==> config.mk <==
export PLATFORM = sky130hd
export DESIGN_NAME = cosine_eased_joint_trajectory_flat
export DESIGN_NICKNAME = d
export VERILOG_FILES = /design/src/hw/rtl/cej_pkg.sv /design/src/hw/rtl/cej_if.sv /design/src/hw/rtl/cosine_eased_joint_trajectory.sv /design/src/hw/rtl/cej_div.sv /design/src/flat_wrapper.sv
export SDC_FILE = /design/constraint.sdc
export NUM_CORES = 2
export LEC_CHECK = 0
export ABC_AREA = 0
export BUFFER_PORTS_ARGS = -buffer_cell sky130_fd_sc_hd__buf_4
export CAP_MARGIN = 20
export CORE_AREA = 2 2 423 425
export CTS_CLUSTER_SIZE = 12
export DETAILED_ROUTE_END_ITERATION = 8
export DIE_AREA = 0 0 425 427
export SYNTH_ARGS = -nofsm -noshare
export SYNTH_HDL_FRONTEND = slang
export SYNTH_HIERARCHICAL = 1
export SYNTH_SLANG_ARGS = --single-unit
==> constraint.sdc <==
create_clock -name clk_i -period 14.8 [get_ports clk_i]
set_input_delay 2.96 -clock clk_i [delete_from_list [all_inputs] [get_ports clk_i]]
set_output_delay 2.96 -clock clk_i [all_outputs]
set_load 0.05 [all_outputs]
==> src/hw/rtl/cej_pkg.sv <==
// ----------------------------------------------------------------------------
// cej_pkg: shared types, constants and functions
// Constants, codes and the ease curve arithmetic of the cosine eased trajectory
// generator.
// ----------------------------------------------------------------------------
`default_nettype none

package cej_pkg;

  localparam int unsigned JointCountDefault   = 6;
  localparam int unsigned CurveEntriesDefault = 256;

  localparam int unsigned CfgWidth = 48;

  localparam logic [15:0] AngleReset    = 16'd23040;
  localparam logic [15:0] DurationReset = 16'd300;
  localparam logic [15:0] MinDuration   = 16'd20;
  localparam logic [15:0] HomeDuration  = 16'd1000;

  localparam logic [CfgWidth-1:0] MinReset    = 48'h0;
  localparam logic [CfgWidth-1:0] MaxReset    = 48'hB4B4B4B4B4B4;
  localparam logic [CfgWidth-1:0] CenterReset = 48'h5A5A5A5A5A5A;

  localparam longint unsigned Q30One = 64'd1073741824;
  localparam longint unsigned PiQ30  = 64'd3373259426;

  typedef enum logic [1:0] {
    MODE_TICK  = 2'd0,
    MODE_LOAD  = 2'd1,
    MODE_START = 2'd2,
    MODE_HOME  = 2'd3
  } mode_e;

  typedef enum logic [1:0] {
    CFG_MIN    = 2'd0,
    CFG_MAX    = 2'd1,
    CFG_CENTER = 2'd2
  } cfg_idx_e;

  typedef enum logic [2:0] {
    ST_CLEAR,
    ST_IDLE,
    ST_MUL,
    ST_DIV,
    ST_ROM,
    ST_RD,
    ST_CALC,
    ST_WR
  } state_e;

  // one memory word per joint
  typedef struct packed {
    logic [15:0] current;
    logic [15:0] start;
    logic [15:0] target;
    logic [15:0] pending;
  } joint_word_t;

  // whole-degree limit of joint j, zero beyond the packed register
  function automatic logic [7:0] limit_deg(input logic [CfgWidth-1:0] r,
                                           input logic [2:0] j);
    logic [63:0] ext;
    ext = {16'h0, r};
    return ext[{j, 3'b000} +: 8];
  endfunction

  // below min gives min, else above max gives max
  function automatic logic [15:0] clamp_q88(input logic [15:0] v,
                                            input logic [7:0] lo8,
                                            input logic [7:0] hi8);
    logic [15:0] lo;
    logic [15:0] hi;
    lo = {lo8, 8'h00};
    hi = {hi8, 8'h00};
    if (v < lo) return lo;
    if (v > hi) return hi;
    return v;
  endfunction

  // ease value in Q1.15 from the Q30 phase x, evaluated at elaboration only
  function automatic logic [15:0] ease_from_x(input longint unsigned x,
                                              input bit mirror);
    longint unsigned x2;
    longint unsigned t;
    longint unsigned p;
    longint unsigned e;
    x2 = (x * x) >> 30;
    t  = Q30One;
    p  = ((x2 * t) >> 30) / 132;
    t  = (p > Q30One) ? 64'd0 : Q30One - p;
    p  = ((x2 * t) >> 30) / 90;
    t  = (p > Q30One) ? 64'd0 : Q30One - p;
    p  = ((x2 * t) >> 30) / 56;
    t  = (p > Q30One) ? 64'd0 : Q30One - p;
    p  = ((x2 * t) >> 30) / 30;
    t  = (p > Q30One) ? 64'd0 : Q30One - p;
    p  = ((x2 * t) >> 30) / 12;
    t  = (p > Q30One) ? 64'd0 : Q30One - p;
    p  = ((x2 * t) >> 30) / 2;
    t  = (p > Q30One) ? 64'd0 : Q30One - p;
    e  = mirror ? Q30One + t : Q30One - t;
    e  = (e + 64'd32768) >> 16;
    return e[15:0];
  endfunction

endpackage

`default_nettype wire

==> src/hw/rtl/cej_if.sv <==
// ----------------------------------------------------------------------------
// cej item channels
// Valid/ready channels for command items and joint angle result items.
// ----------------------------------------------------------------------------
`default_nettype none

interface cej_in_if;
  logic        valid;
  logic        ready;
  logic [1:0]  mode;
  logic [2:0]  joint;
  logic [15:0] angle;
  logic [15:0] duration_ms;
  logic        motion_allowed;

  modport source (output valid, mode, joint, angle, duration_ms, motion_allowed,
                  input ready);
  modport sink   (input valid, mode, joint, angle, duration_ms, motion_allowed,
                  output ready);
endinterface

interface cej_out_if;
  logic        valid;
  logic        ready;
  logic [2:0]  joint_index;
  logic [15:0] joint_angle;
  logic        last_joint;

  modport source (output valid, joint_index, joint_angle, last_joint, input ready);
  modport sink   (input valid, joint_index, joint_angle, last_joint, output ready);
endinterface

`default_nettype wire

==> src/hw/rtl/cosine_eased_joint_trajectory.sv <==
// ----------------------------------------------------------------------------
// cosine_eased_joint_trajectory: multi-joint cosine eased trajectory generator
// Per-joint angles live in one synchronous memory; commands read, modify and
// write it back one joint at a time, move ticks emit one eased angle per joint.
// ----------------------------------------------------------------------------
// tick with a move active: the bit-serial index divider runs unless the move ends,
//   then each joint is read, eased and written, waiting for a free result slot
// load: reads and writes one joint; start or home: every joint; others: no access
// after reset a clearing pass sets every joint to 90 degrees
//   while no item is accepted
`default_nettype none

module cosine_eased_joint_trajectory #(
  parameter int unsigned JOINT_COUNT   = cej_pkg::JointCountDefault,
  parameter int unsigned CURVE_ENTRIES = cej_pkg::CurveEntriesDefault
) (
  input  wire logic                         clk_i,
  input  wire logic                         rst_ni,
  cej_in_if.sink                            in_if,
  cej_out_if.source                         out_if,
  input  wire logic                         cfg_we_i,
  input  wire logic [1:0]                   cfg_idx_i,
  input  wire logic [cej_pkg::CfgWidth-1:0] cfg_data_i
);
  import cej_pkg::*;

  localparam int unsigned JW = (JOINT_COUNT > 1) ? $clog2(JOINT_COUNT) : 1;
  localparam int unsigned IW = $clog2(CURVE_ENTRIES);
  localparam int unsigned NW = 16 + IW;
  localparam int unsigned N1 = CURVE_ENTRIES - 1;
  localparam logic [JW-1:0] JLast = JW'(JOINT_COUNT - 1);

  // ease curve table
  logic [15:0] ease_rom [CURVE_ENTRIES];
  for (genvar k = 0; k < CURVE_ENTRIES; k++) begin : g_rom
    localparam bit              Mir = (2 * k) > N1;
    localparam longint unsigned Kk  = Mir ? (N1 - k) : k;
    localparam longint unsigned Xq  = PiQ30 * Kk / N1;
    assign ease_rom[k] = ease_from_x(Xq, Mir);
  end

  // configuration registers
  logic [CfgWidth-1:0] min_q, max_q, center_q;
  always_ff @(posedge clk_i or negedge rst_ni) begin
    if (!rst_ni) begin
      min_q    <= MinReset;
      max_q    <= MaxReset;
      center_q <= CenterReset;
    end else if (cfg_we_i) begin
      case (cfg_idx_e'(cfg_idx_i))
        CFG_MIN:    min_q    <= cfg_data_i;
        CFG_MAX:    max_q    <= cfg_data_i;
        CFG_CENTER: center_q <= cfg_data_i;
        default:    ;
      endcase
    end
  end

  state_e       state_q, state_d;
  mode_e        op_q;
  logic [JW-1:0] j_q;
  logic [15:0]  angle_q;
  logic [15:0]  elapsed_q;
  logic [15:0]  dur_q;
  logic         moving_q;
  logic [IW-1:0] idx_q;
  logic [15:0]  ease_q;
  logic [31:0]  prod_q;
  logic         up_q;
  logic         out_valid_q;
  logic [2:0]   out_joint_q;
  logic [15:0]  out_angle_q;
  logic         out_last_q;

  // joint memory
  joint_word_t  jmem_q [JOINT_COUNT];
  joint_word_t  rdata_q;
  logic         mem_we;
  joint_word_t  mem_wdata;

  always_ff @(posedge clk_i) begin
    if (mem_we) jmem_q[j_q] <= mem_wdata;
    if (state_q == ST_RD) rdata_q <= jmem_q[j_q];
  end

  // index divider
  logic          div_start;
  logic          div_done;
  logic [IW-1:0] div_quo;
  logic [NW-1:0] div_num;
  assign div_num = NW'(elapsed_q * NW'(N1));

  cej_div #(.IW(IW)) u_div (
    .clk_i   (clk_i),
    .rst_ni  (rst_ni),
    .start_i (div_start),
    .num_i   (div_num),
    .den_i   (dur_q),
    .done_o  (div_done),
    .quo_o   (div_quo)
  );

  // per joint datapath
  logic [7:0]  lo8, hi8;
  logic [15:0] goal;
  logic [15:0] diff;
  logic [16:0] mstep;
  logic [15:0] interp;
  logic [15:0] new_angle;
  logic [15:0] el_next;
  logic        out_free;
  mode_e       in_mode;

  assign in_mode  = mode_e'(in_if.mode);
  assign lo8      = limit_deg(min_q, 3'(j_q));
  assign hi8      = limit_deg(max_q, 3'(j_q));
  assign goal     = (op_q == MODE_HOME) ? {limit_deg(center_q, 3'(j_q)), 8'h00}
                                        : rdata_q.pending;
  assign diff     = (rdata_q.target >= rdata_q.start) ? rdata_q.target - rdata_q.start
                                                      : rdata_q.start - rdata_q.target;
  assign mstep    = 17'((prod_q + 32'd16384) >> 15);
  assign interp   = up_q ? 16'(rdata_q.start + mstep[15:0])
                         : 16'(rdata_q.start - mstep[15:0]);
  assign new_angle = clamp_q88(interp, lo8, hi8);
  assign el_next  = elapsed_q + 16'((moving_q && elapsed_q != 16'hFFFF) ? 1 : 0);
  assign out_free = !out_valid_q || out_if.ready;

  // sequencer
  always_comb begin
    state_d     = state_q;
    in_if.ready = 1'b0;
    mem_we      = 1'b0;
    mem_wdata   = rdata_q;
    div_start   = 1'b0;
    case (state_q)
      ST_CLEAR: begin
        mem_we    = 1'b1;
        mem_wdata = '{current: AngleReset, start: AngleReset,
                      target: AngleReset, pending: AngleReset};
        if (j_q == JLast) state_d = ST_IDLE;
      end
      ST_IDLE: begin
        in_if.ready = 1'b1;
        if (in_if.valid) begin
          case (in_mode)
            MODE_TICK: begin
              if (in_if.motion_allowed && moving_q) begin
                state_d = (el_next >= dur_q) ? ST_ROM : ST_MUL;
              end
            end
            MODE_LOAD: begin
              if ({1'b0, in_if.joint} < 4'(JOINT_COUNT)) state_d = ST_RD;
            end
            default: begin
              if (in_if.motion_allowed) state_d = ST_RD;
            end
          endcase
        end
      end
      ST_MUL: begin
        div_start = 1'b1;
        state_d   = ST_DIV;
      end
      ST_DIV: begin
        if (div_done) state_d = ST_ROM;
      end
      ST_ROM: state_d = ST_RD;
      ST_RD:  state_d = ST_CALC;
      ST_CALC: begin
        case (op_q)
          MODE_TICK: state_d = ST_WR;
          MODE_LOAD: begin
            mem_we            = 1'b1;
            mem_wdata.pending = angle_q;
            state_d           = ST_IDLE;
          end
          default: begin
            mem_we           = 1'b1;
            mem_wdata.start  = rdata_q.current;
            mem_wdata.target = clamp_q88(goal, lo8, hi8);
            state_d          = (j_q == JLast) ? ST_IDLE : ST_RD;
          end
        endcase
      end
      ST_WR: begin
        if (out_free) begin
          mem_we            = 1'b1;
          mem_wdata.current = new_angle;
          state_d           = (j_q == JLast) ? ST_IDLE : ST_RD;
        end
      end
      default: state_d = ST_IDLE;
    endcase
  end

  // control state
  always_ff @(posedge clk_i or negedge rst_ni) begin
    if (!rst_ni) begin
      state_q     <= ST_CLEAR;
      j_q         <= '0;
      elapsed_q   <= '0;
      dur_q       <= DurationReset;
      moving_q    <= 1'b0;
      out_valid_q <= 1'b0;
      op_q        <= MODE_TICK;
    end else begin
      state_q <= state_d;
      // result register fills on a joint write and drains when taken
      if (state_q == ST_WR && out_free) out_valid_q <= 1'b1;
      else if (out_if.ready) out_valid_q <= 1'b0;
      case (state_q)
        ST_CLEAR: j_q <= (j_q == JLast) ? '0 : j_q + JW'(1);
        ST_IDLE: begin
          if (in_if.valid) begin
            op_q <= in_mode;
            case (in_mode)
              MODE_TICK: begin
                elapsed_q <= el_next;
                j_q       <= '0;
                if (in_if.motion_allowed && moving_q && el_next >= dur_q) begin
                  moving_q <= 1'b0;
                end
              end
              MODE_LOAD: j_q <= JW'(in_if.joint);
              MODE_START: begin
                j_q <= '0;
                if (in_if.motion_allowed) begin
                  dur_q     <= (in_if.duration_ms < MinDuration) ? MinDuration
                                                                 : in_if.duration_ms;
                  elapsed_q <= '0;
                  moving_q  <= 1'b1;
                end
              end
              default: begin
                j_q <= '0;
                if (in_if.motion_allowed) begin
                  dur_q     <= HomeDuration;
                  elapsed_q <= '0;
                  moving_q  <= 1'b1;
                end
              end
            endcase
          end
        end
        ST_CALC: begin
          if (op_q != MODE_TICK && op_q != MODE_LOAD) j_q <= j_q + JW'(1);
        end
        ST_WR: begin
          if (out_free) j_q <= j_q + JW'(1);
        end
        default: ;
      endcase
    end
  end

  // payload registers
  always_ff @(posedge clk_i) begin
    if (state_q == ST_IDLE && in_if.valid) begin
      angle_q <= in_if.angle;
      idx_q   <= IW'(N1);
    end
    if (state_q == ST_DIV && div_done) idx_q <= div_quo;
    if (state_q == ST_ROM) ease_q <= ease_rom[idx_q];
    if (state_q == ST_CALC) begin
      prod_q <= diff * ease_q;
      up_q   <= rdata_q.target >= rdata_q.start;
    end
    if (state_q == ST_WR && out_free) begin
      out_joint_q <= 3'(j_q);
      out_angle_q <= new_angle;
      out_last_q  <= (j_q == JLast);
    end
  end

  assign out_if.valid       = out_valid_q;
  assign out_if.joint_index = out_joint_q;
  assign out_if.joint_angle = out_angle_q;
  assign out_if.last_joint  = out_last_q;

endmodule

`default_nettype wire

==> src/hw/rtl/cej_div.sv <==
// ----------------------------------------------------------------------------
// cej_div: restoring divider
// Finds the curve index floor(num/den) one quotient bit a cycle; the quotient
// is known to fit in IW bits.
// ----------------------------------------------------------------------------
`default_nettype none

module cej_div #(
  parameter int unsigned IW = 8
) (
  input  wire logic              clk_i,
  input  wire logic              rst_ni,
  input  wire logic              start_i,
  input  wire logic [16+IW-1:0]  num_i,
  input  wire logic [15:0]       den_i,
  output logic                   done_o,
  output logic [IW-1:0]          quo_o
);
  import cej_pkg::*;

  localparam int unsigned NW = 16 + IW;
  localparam int unsigned CW = $clog2(IW + 1);

  logic [NW-1:0] rem_q, rem_d;
  logic [NW-1:0] dsh_q, dsh_d;
  logic [IW-1:0] quo_q, quo_d;
  logic [CW-1:0] cnt_q, cnt_d;
  logic          busy_q, busy_d;
  logic          done_q, done_d;

  // one trial subtraction per cycle while busy
  always_comb begin
    rem_d  = rem_q;
    dsh_d  = dsh_q;
    quo_d  = quo_q;
    cnt_d  = cnt_q;
    busy_d = busy_q;
    done_d = 1'b0;
    if (start_i) begin
      rem_d  = num_i;
      dsh_d  = NW'({den_i, {(IW-1){1'b0}}});
      quo_d  = '0;
      cnt_d  = '0;
      busy_d = 1'b1;
    end else if (busy_q) begin
      if (rem_q >= dsh_q) begin
        rem_d = rem_q - dsh_q;
        quo_d = {quo_q[IW-2:0], 1'b1};
      end else begin
        quo_d = {quo_q[IW-2:0], 1'b0};
      end
      dsh_d = dsh_q >> 1;
      cnt_d = cnt_q + CW'(1);
      if (cnt_q == CW'(IW - 1)) begin
        busy_d = 1'b0;
        done_d = 1'b1;
      end
    end
  end

  always_ff @(posedge clk_i or negedge rst_ni) begin
    if (!rst_ni) begin
      busy_q <= 1'b0;
      done_q <= 1'b0;
      cnt_q  <= '0;
    end else begin
      busy_q <= busy_d;
      done_q <= done_d;
      cnt_q  <= cnt_d;
    end
  end

  always_ff @(posedge clk_i) begin
    rem_q <= rem_d;
    dsh_q <= dsh_d;
    quo_q <= quo_d;
  end

  assign done_o = done_q;
  assign quo_o  = quo_q;

endmodule

`default_nettype wire

==> src/flat_wrapper.sv <==
// flat-port wrapper written by rule: the top's interface ports become plain ports
module cosine_eased_joint_trajectory_flat import cej_pkg::*;
#(
  parameter int unsigned JOINT_COUNT   = cej_pkg::JointCountDefault,
  parameter int unsigned CURVE_ENTRIES = cej_pkg::CurveEntriesDefault
)
  (clk_i, rst_ni, cfg_we_i, cfg_idx_i, cfg_data_i, in_if_valid, in_if_mode, in_if_joint, in_if_angle, in_if_duration_ms, in_if_motion_allowed, in_if_ready, out_if_valid, out_if_joint_index, out_if_joint_angle, out_if_last_joint, out_if_ready);
  cej_in_if in_if_i ();
  cej_out_if out_if_i ();
  input  wire logic clk_i;
  input  wire logic rst_ni;
  input  wire logic cfg_we_i;
  input  wire logic [1:0] cfg_idx_i;
  input  wire logic [cej_pkg::CfgWidth-1:0] cfg_data_i;
  input wire logic [$bits(in_if_i.valid)-1:0] in_if_valid;
  input wire logic [$bits(in_if_i.mode)-1:0] in_if_mode;
  input wire logic [$bits(in_if_i.joint)-1:0] in_if_joint;
  input wire logic [$bits(in_if_i.angle)-1:0] in_if_angle;
  input wire logic [$bits(in_if_i.duration_ms)-1:0] in_if_duration_ms;
  input wire logic [$bits(in_if_i.motion_allowed)-1:0] in_if_motion_allowed;
  output wire logic [$bits(in_if_i.ready)-1:0] in_if_ready;
  output wire logic [$bits(out_if_i.valid)-1:0] out_if_valid;
  output wire logic [$bits(out_if_i.joint_index)-1:0] out_if_joint_index;
  output wire logic [$bits(out_if_i.joint_angle)-1:0] out_if_joint_angle;
  output wire logic [$bits(out_if_i.last_joint)-1:0] out_if_last_joint;
  input wire logic [$bits(out_if_i.ready)-1:0] out_if_ready;
  assign in_if_i.valid = in_if_valid;
  assign in_if_i.mode = in_if_mode;
  assign in_if_i.joint = in_if_joint;
  assign in_if_i.angle = in_if_angle;
  assign in_if_i.duration_ms = in_if_duration_ms;
  assign in_if_i.motion_allowed = in_if_motion_allowed;
  assign in_if_ready = in_if_i.ready;
  assign out_if_valid = out_if_i.valid;
  assign out_if_joint_index = out_if_i.joint_index;
  assign out_if_joint_angle = out_if_i.joint_angle;
  assign out_if_last_joint = out_if_i.last_joint;
  assign out_if_i.ready = out_if_ready;
  cosine_eased_joint_trajectory #(.JOINT_COUNT(JOINT_COUNT), .CURVE_ENTRIES(CURVE_ENTRIES)) u_core (.clk_i(clk_i), .rst_ni(rst_ni), .in_if(in_if_i), .out_if(out_if_i), .cfg_we_i(cfg_we_i), .cfg_idx_i(cfg_idx_i), .cfg_data_i(cfg_data_i));
endmodule
# [Word-level counts from Yosys, hierarchy flattened]
# Memory sizes are Yosys's and may differ from the RTL's. A register that Yosys moved wholly into a read port is not among the register bits.
# Index checks and enable logic that the tools add are counted.
[totals] wordCells=189 romBits=4096 ram_bits=384 reg_bits=323 in_bits=93 out_inout_bits=22 latchBits=0 n_memories=2
[memory_table] memory="(no name shown)" depth=256 width=16 rd=1 rd_clocked_by_memory_dff=1 write_ports=0 line="cosine_eased_joint_trajectory.sv:263" source="if (state_q == ST_ROM) ease_q <= ease_rom[idx_q];"
[memory_table] memory="u_core.jmem_q" depth=6 width=64 rd=1 rd_clocked_by_memory_dff=1 write_ports=1 line="cosine_eased_joint_trajectory.sv:76" source="joint_word_t jmem_q [JOINT_COUNT];"
[classes] add_sub_neg=9 magnitude_cmp=9 muxes=79 reduce_logical=32 div_mod_pow=0 n_bitwise=3 shift=3 eq_ne=26 mul=2
[ops] op="16-bit 2-to-1 mux" n=17
[ops] op="64-bit by 7-bit indexed part select with 8-bit output" n=3
[ops] op="16-bit case mux with 2 select lines" n=3
[ops] op="48-bit case mux with 2 select lines" n=1
[ops] op="24-bit 2-to-1 mux" n=3
[ops] op="16-bit subtractor" n=3
[ops] op="23-bit 2-to-1 mux" n=2
[ops] op="3-bit 2-to-1 mux" n=14
[ops] op="16-bit adder" n=2
[ops] op="16-bit greater-or-equal comparator" n=2
[ops] op="16-bit > comparator" n=2
[ops] op="16-bit less-than comparator" n=2
[ops] op="32-bit 2-to-1 mux" n=1
[ops] op="31-bit by 15-bit adder with 31-bit output, second input constant" n=1
[ops] op="16-bit by 16-bit multiplier with 31-bit output" n=1
[ops] op="1-bit 2-to-1 mux" n=28
[ops] op="24-bit by 23-bit greater-or-equal comparator with 1-bit output" n=1
[ops] op="16-bit by 8-bit multiplier with 24-bit output, second input constant" n=1
[ops] op="3-bit case mux with 8 select lines" n=1
[ops] op="24-bit by 23-bit subtractor with 24-bit output" n=1
[ops] op="16-bit by 5-bit less-than comparator with 1-bit output, second input constant" n=1
[ops] op="8-bit 2-to-1 mux" n=2
[ops] op="16-bit != test, second input constant" n=1
[ops] op="3-bit equality test, second input constant" n=5
[ops] op="other kinds (31)" n=65

# [Logic depth before layout (Yosys ltp)]
[logic_depth] ltp_word=13 ltp_mapped=37 ltp_nobuf=34

# [Modules after synthesis]
# The synthesis kept the hierarchy.
[by_module_without_submodules] module="cosine_eased_joint_trajectory" n_inst=1 area_each_um2=48743.0 seq_area_each_um2=20514.7 cells_per_inst=4471
[by_module_without_submodules] module="cej_div" n_inst=1 area_each_um2=3980.1 seq_area_each_um2=1651.6 cells_per_inst=429

# [Worst setup path after synthesis]
# OpenSTA, ideal clock, no wires.
[synth_timing] kind="input to register" from="input out_if_ready" to="memory u_core/jmem_q[2][0] in the netlist's numbering (enable)" t_required_ns=14.156 setup_time_ns=0.644 arrival_ns=9.449 path_buffers=0 stages=5 path_slack_ns=4.707 path_cell_list="nand2b_1 > nand2b_1 > o21ai_0 > a21oi_1 > nor4_1"
[synth_between] elab_chain_cells=5
[synth_lines] item="start: declaration" line="flat_wrapper.sv:26" source="input wire logic [$bits(out_if_i.ready)-1:0] out_if_ready;"
[synth_lines] item="1-bit logical OR" line="cosine_eased_joint_trajectory.sv:126" source="assign out_free = !out_valid_q || out_if.ready;"
[synth_lines] item="1-bit 2-to-1 mux" line="cosine_eased_joint_trajectory.sv:186" source="if (out_free) begin"
[synth_lines] item="1-bit case mux with 3 select lines" line="cosine_eased_joint_trajectory.sv:135" source="case (state_q)"
[synth_lines] item="1-bit 2-to-1 mux" line="cosine_eased_joint_trajectory.sv:82" source="if (mem_we) jmem_q[j_q] <= mem_wdata;"
[synth_lines] item="1-bit 2-to-1 mux (not written as such)" line="cosine_eased_joint_trajectory.sv:82"
[synth_lines] item="end: declaration" line="cosine_eased_joint_trajectory.sv:76"
# Every way passes these cells.

# [Final worst setup path]
[layout_timing] from="register u_core/rdata_q[41] (netlist name)" to="register u_core.prod_q[24], data pin"
[layout_between] elab_chain_cells=3 word_cells_on_any_way=5 cone_classes="add/sub (2); mul (1); order compare (1); mux (1)"
[layout_lines] item="16-bit subtractor, or another cell as far along" line="cosine_eased_joint_trajectory.sv:120" source=": rdata_q.start - rdata_q.target;"
[layout_lines] item="16-bit 2-to-1 mux (*)" line="cosine_eased_joint_trajectory.sv:119" source="assign diff = (rdata_q.target >= rdata_q.start) ? rdata_q.target - rdata_q.start"
[layout_lines] item="16-bit by 16-bit multiplier with 31-bit output (*)" line="cosine_eased_joint_trajectory.sv:265" source="prod_q <= diff * ease_q;"
[layout_lines] item="end signal: assignment" line="cosine_eased_joint_trajectory.sv:265"
[layout_lines] item="end: declaration" line="cosine_eased_joint_trajectory.sv:68" source="logic [31:0] prod_q;"
# Every way passes the cells marked *; elsewhere a longest branch is shown, timed or not.
# A chain may end at the register's enable or synchronous reset.

==> reports/qor.csv <==
metric;value;unit
area_delta_synth_final;11.6;%
worstSetupStartpointType;flip-flop;
maxSlewViolCount;0;
drt_iter0_drc;3614;
placed_area;56200;um^2
critical_path.max_fanout;41;
yosys.area_share.simple;10.7;%
synth_area;52700;um^2
cpMaxStageDelayCell;xnor2_2;
fillers;17900;
startpoint;u_core/rdata_q[41]$_DFFE_PP_;
die_height;427;um
hold_viol_final;0;
yosys.area.top_type_share;32.2;%
finalCritPeriodShare;70.7;%
synth_top_family_by_area;adder cells;
yosysSeqAreaShare;42.0;%
gp_congestion;0.983;
fin_hold_ws;0.496;ns
crit-reg2reg-capture;u_core/prod_q[24]$_DFFE_PP_;
grt_pass1_vias;39200;
gr-usage-all-layers;17.9;%
multi_input_area;27600;um^2
clk_latency;0.69;ns
hp-start;u_core/u_div/quo_o[7]$_SDFFE_PP0P_;
ys_warn_count;6;
fin_util;33.2;%
num_vias;39000;
end_kind;flip-flop;
routed_via_density;5.32;
nets;5553;
synthAdderAreaFrac;17.1;%
hpwl;118000;um
max_clock_freq;0.0956;GHz
synth_ff_type;edfxtp_1;
syn-num-nets;5552;
crit_top_cell;fa_1;
clkTransAtPathRegs;0.06;ns
grt_pass1_wl;249000;um
synth_compound_area_share;14.0;%
rrSetupSlack;4.34;ns
rsz0062_at_grt;false;
ys_async_sr_fraction;24.8;%
crit_end;u_core/prod_q[24]$_DFFE_PP_;
fin_area;58800;um^2
period_minus_slack;10.46;ns
synth_top_area_cell;edfxtp_1;
die_area;181000;um^2
ioPinCount;115;
cts-hold-fix-buffers;0;
syn_area_per_cell;10.8;um^2
post_cts_buffers;0;
grt_max_degree;95;
cts_num_sinks;773;
numCtsBuffers;83;
antenna_found_initial;12;
outcome;finished, final reports clean;
cts_tree;done;
wl_per_cell;22.5;um
core-area;177000;um^2
grt_overflow_total;0;
clk_path_buf_depth;3;
hold_class;reg2reg;
relSlewSlack;24.4;%
initial_core_util;29.7;%
synthMuxAreaShare;8.41;%
path_class;reg2reg;
tightestPinTransition;1.13;ns
synth_area_leaders;edfxtp_1 (32%), fa_1 (10%), ha_1 (7.0%);
yosys.area_share.xor_xnor;1.99;%
dr.pass1.iters;8;
max_stage_delay;0.85;ns
seq_area;22200;um^2
postRouteWirelength;165000;um
drc_errors;0;
drv_cap;0;
synth_edf_count;566;
postRouteAntennaNets;0;
cts_root_buf;clkbuf_16;
cts_htree_levels;3;
drive_gt1_share;14.8;%
syn_inst;4900;
arrival;10.87;ns
fin_skew;0.0367;ns
tns;0;ns
r2r-start;u_core/rdata_q[41]$_DFFE_PP_;
dieWidth;425;um
finalSetupViolCount;0;
ys_ff_latch;773;
rows;155;
cts.repair.resized;0;
synth_cell_types;110;
ff2ff_path_depth;31;
numPortBuffers;114;
worstPathRequired;15.21;ns
-- kinds of logic (layout without fill, tap and decap cells) --
group | Yosys count | in the layout
simple gates | 1204 | 1204
compound gates | 1086 | 1086
buf+inv | 785 | 849
flops | 773 | 773
fa+ha+maj | 559 | 559
mux | 374 | 374
xor+xnor | 119 | 119
other cells | 0 | 6
-- placed cells by master (no fill, tap or decap), drive strengths merged, types with 20 or more instances in the layout --
cell      n
a21oi   212
dfrtp   140
dfstp    52
a211oi   40
nand4    29
a22o     33
o211ai   41
buf     213
nand2   464
a31oi    42
nor4     20
nand2b   34
o21ai   240
edfxtp  566
o31ai    48
nor2    243
and3     25
clkbuf  125
inv     482
nor3     58
and2     99
nand3   123
a22oi   111
o21a     25
clkinv   23
xnor2    88
ha      293
xor2     31
o221ai   55
mux2i    89
mux2    256
mux4     29
nor2b    33
a21o     58
fa      266
-- routing by layer --
layer,vias up,wire (um),GRT usage (%)
met5,-,11,0
met4,2,8110,8.62
met3,299,10700,2.42
met2,1445,76900,28.9
met1,19700,69200,23.7
li1,17600,-,-
-- through the flow --
stage / setup WS, ns / cells
after floorplan: 4.71 / 4900
after global placement: 4.68 / 7169
after detailed placement: 4.41 / 7169
after CTS: 4.39 / 7317
after global routing: 3.74 / 7324
final: 4.34 / 7325
-- synth_stat cells (29+ instances only) --
master and count:
a211oi_1 36, a21o_1 57, a21oi_1 209, a22o_1 33
a22oi_1 111, a31oi_1 42, and2_1 98, buf_1 36
clkbuf_1 224, dfrtp_1 140, dfstp_2 52, edfxtp_1 566
fa_1 266, ha_1 293, inv_1 478, mux2_2 254
mux2i_1 88, mux4_2 29, nand2_1 462, nand2b_1 34
nand3_1 122, nand4_1 29, nor2_1 242, nor2b_1 33
nor3_1 56, o211ai_1 41, o21ai_0 217, o221ai_1 54
o31ai_1 46, xnor2_1 87, xor2_1 31
-- worst max-delay path, delay by kind of cell (launching register included) --
family / cells / cell delay [ns]
compound gates: 13 / 3.66
simple gates: 2 / 0.36
mux: 1 / 0.28
buf+inv: 5 / 0.85
xor+xnor: 2 / 0.95
fa+ha+maj: 8 / 3.63
flops: 1 / 0.43
-- state kept, by name, summed over array words and instances, names as in the netlist, 3 cells and up --
| register | cells |
|---|---|
| u_core/u_div/cnt_q | 4 |
| u_core/out_if.joint_index | 3 |
| u_core/u_div/dsh_q | 23 |
| u_core/center_q | 48 |
| u_core/min_q | 48 |
| u_core/j_q | 3 |
| u_core/idx_q | 8 |
| u_core/dur_q | 16 |
| u_core/max_q | 48 |
| u_core/out_if.joint_angle | 16 |
| u_core/state_q | 3 |
| u_core/u_div/rem_q | 24 |
| u_core/jmem_q | 384 |
| u_core/elapsed_q | 16 |
| u_core/ease_q | 16 |
| u_core/prod_q | 17 |
| u_core/angle_q | 16 |
| u_core/rdata_q | 64 |
| u_core/u_div/quo_o | 8 |
-- how the worst min path moves through the flow --
stage	endpoint	slack (ns)	cells past startpoint
floorplan	u_core/out_if.joint_index[2]$_DFFE_PP_	0.44	0
global placement	u_core/u_div/quo_o[7]$_SDFFE_PP0P_	0.47	2
detailed placement	u_core/u_div/quo_o[7]$_SDFFE_PP0P_	0.48	2
CTS	u_core/u_div/quo_o[7]$_SDFFE_PP0P_	0.50	2
global route	u_core/u_div/quo_o[0]$_SDFFE_PP0P_	0.52	2
finish	u_core/u_div/quo_o[7]$_SDFFE_PP0P_	0.50	2
-- layout make-up --
cell class                      instances  area share, %
Clock buffer                          124           3.97
Tap cell                             2355           5.01
Sequential cell                       773           37.7
Timing Repair Buffer                  214           2.77
Multi-Input combinational cell       3342           46.9
Antenna cell                            6         0.0255
Clock inverter                         24          0.506
Inverter                              487           3.11
Power is left out: the tool's default activity adds up to more than one toggle a clock period on the data nets, which glitch-free logic cannot reach.
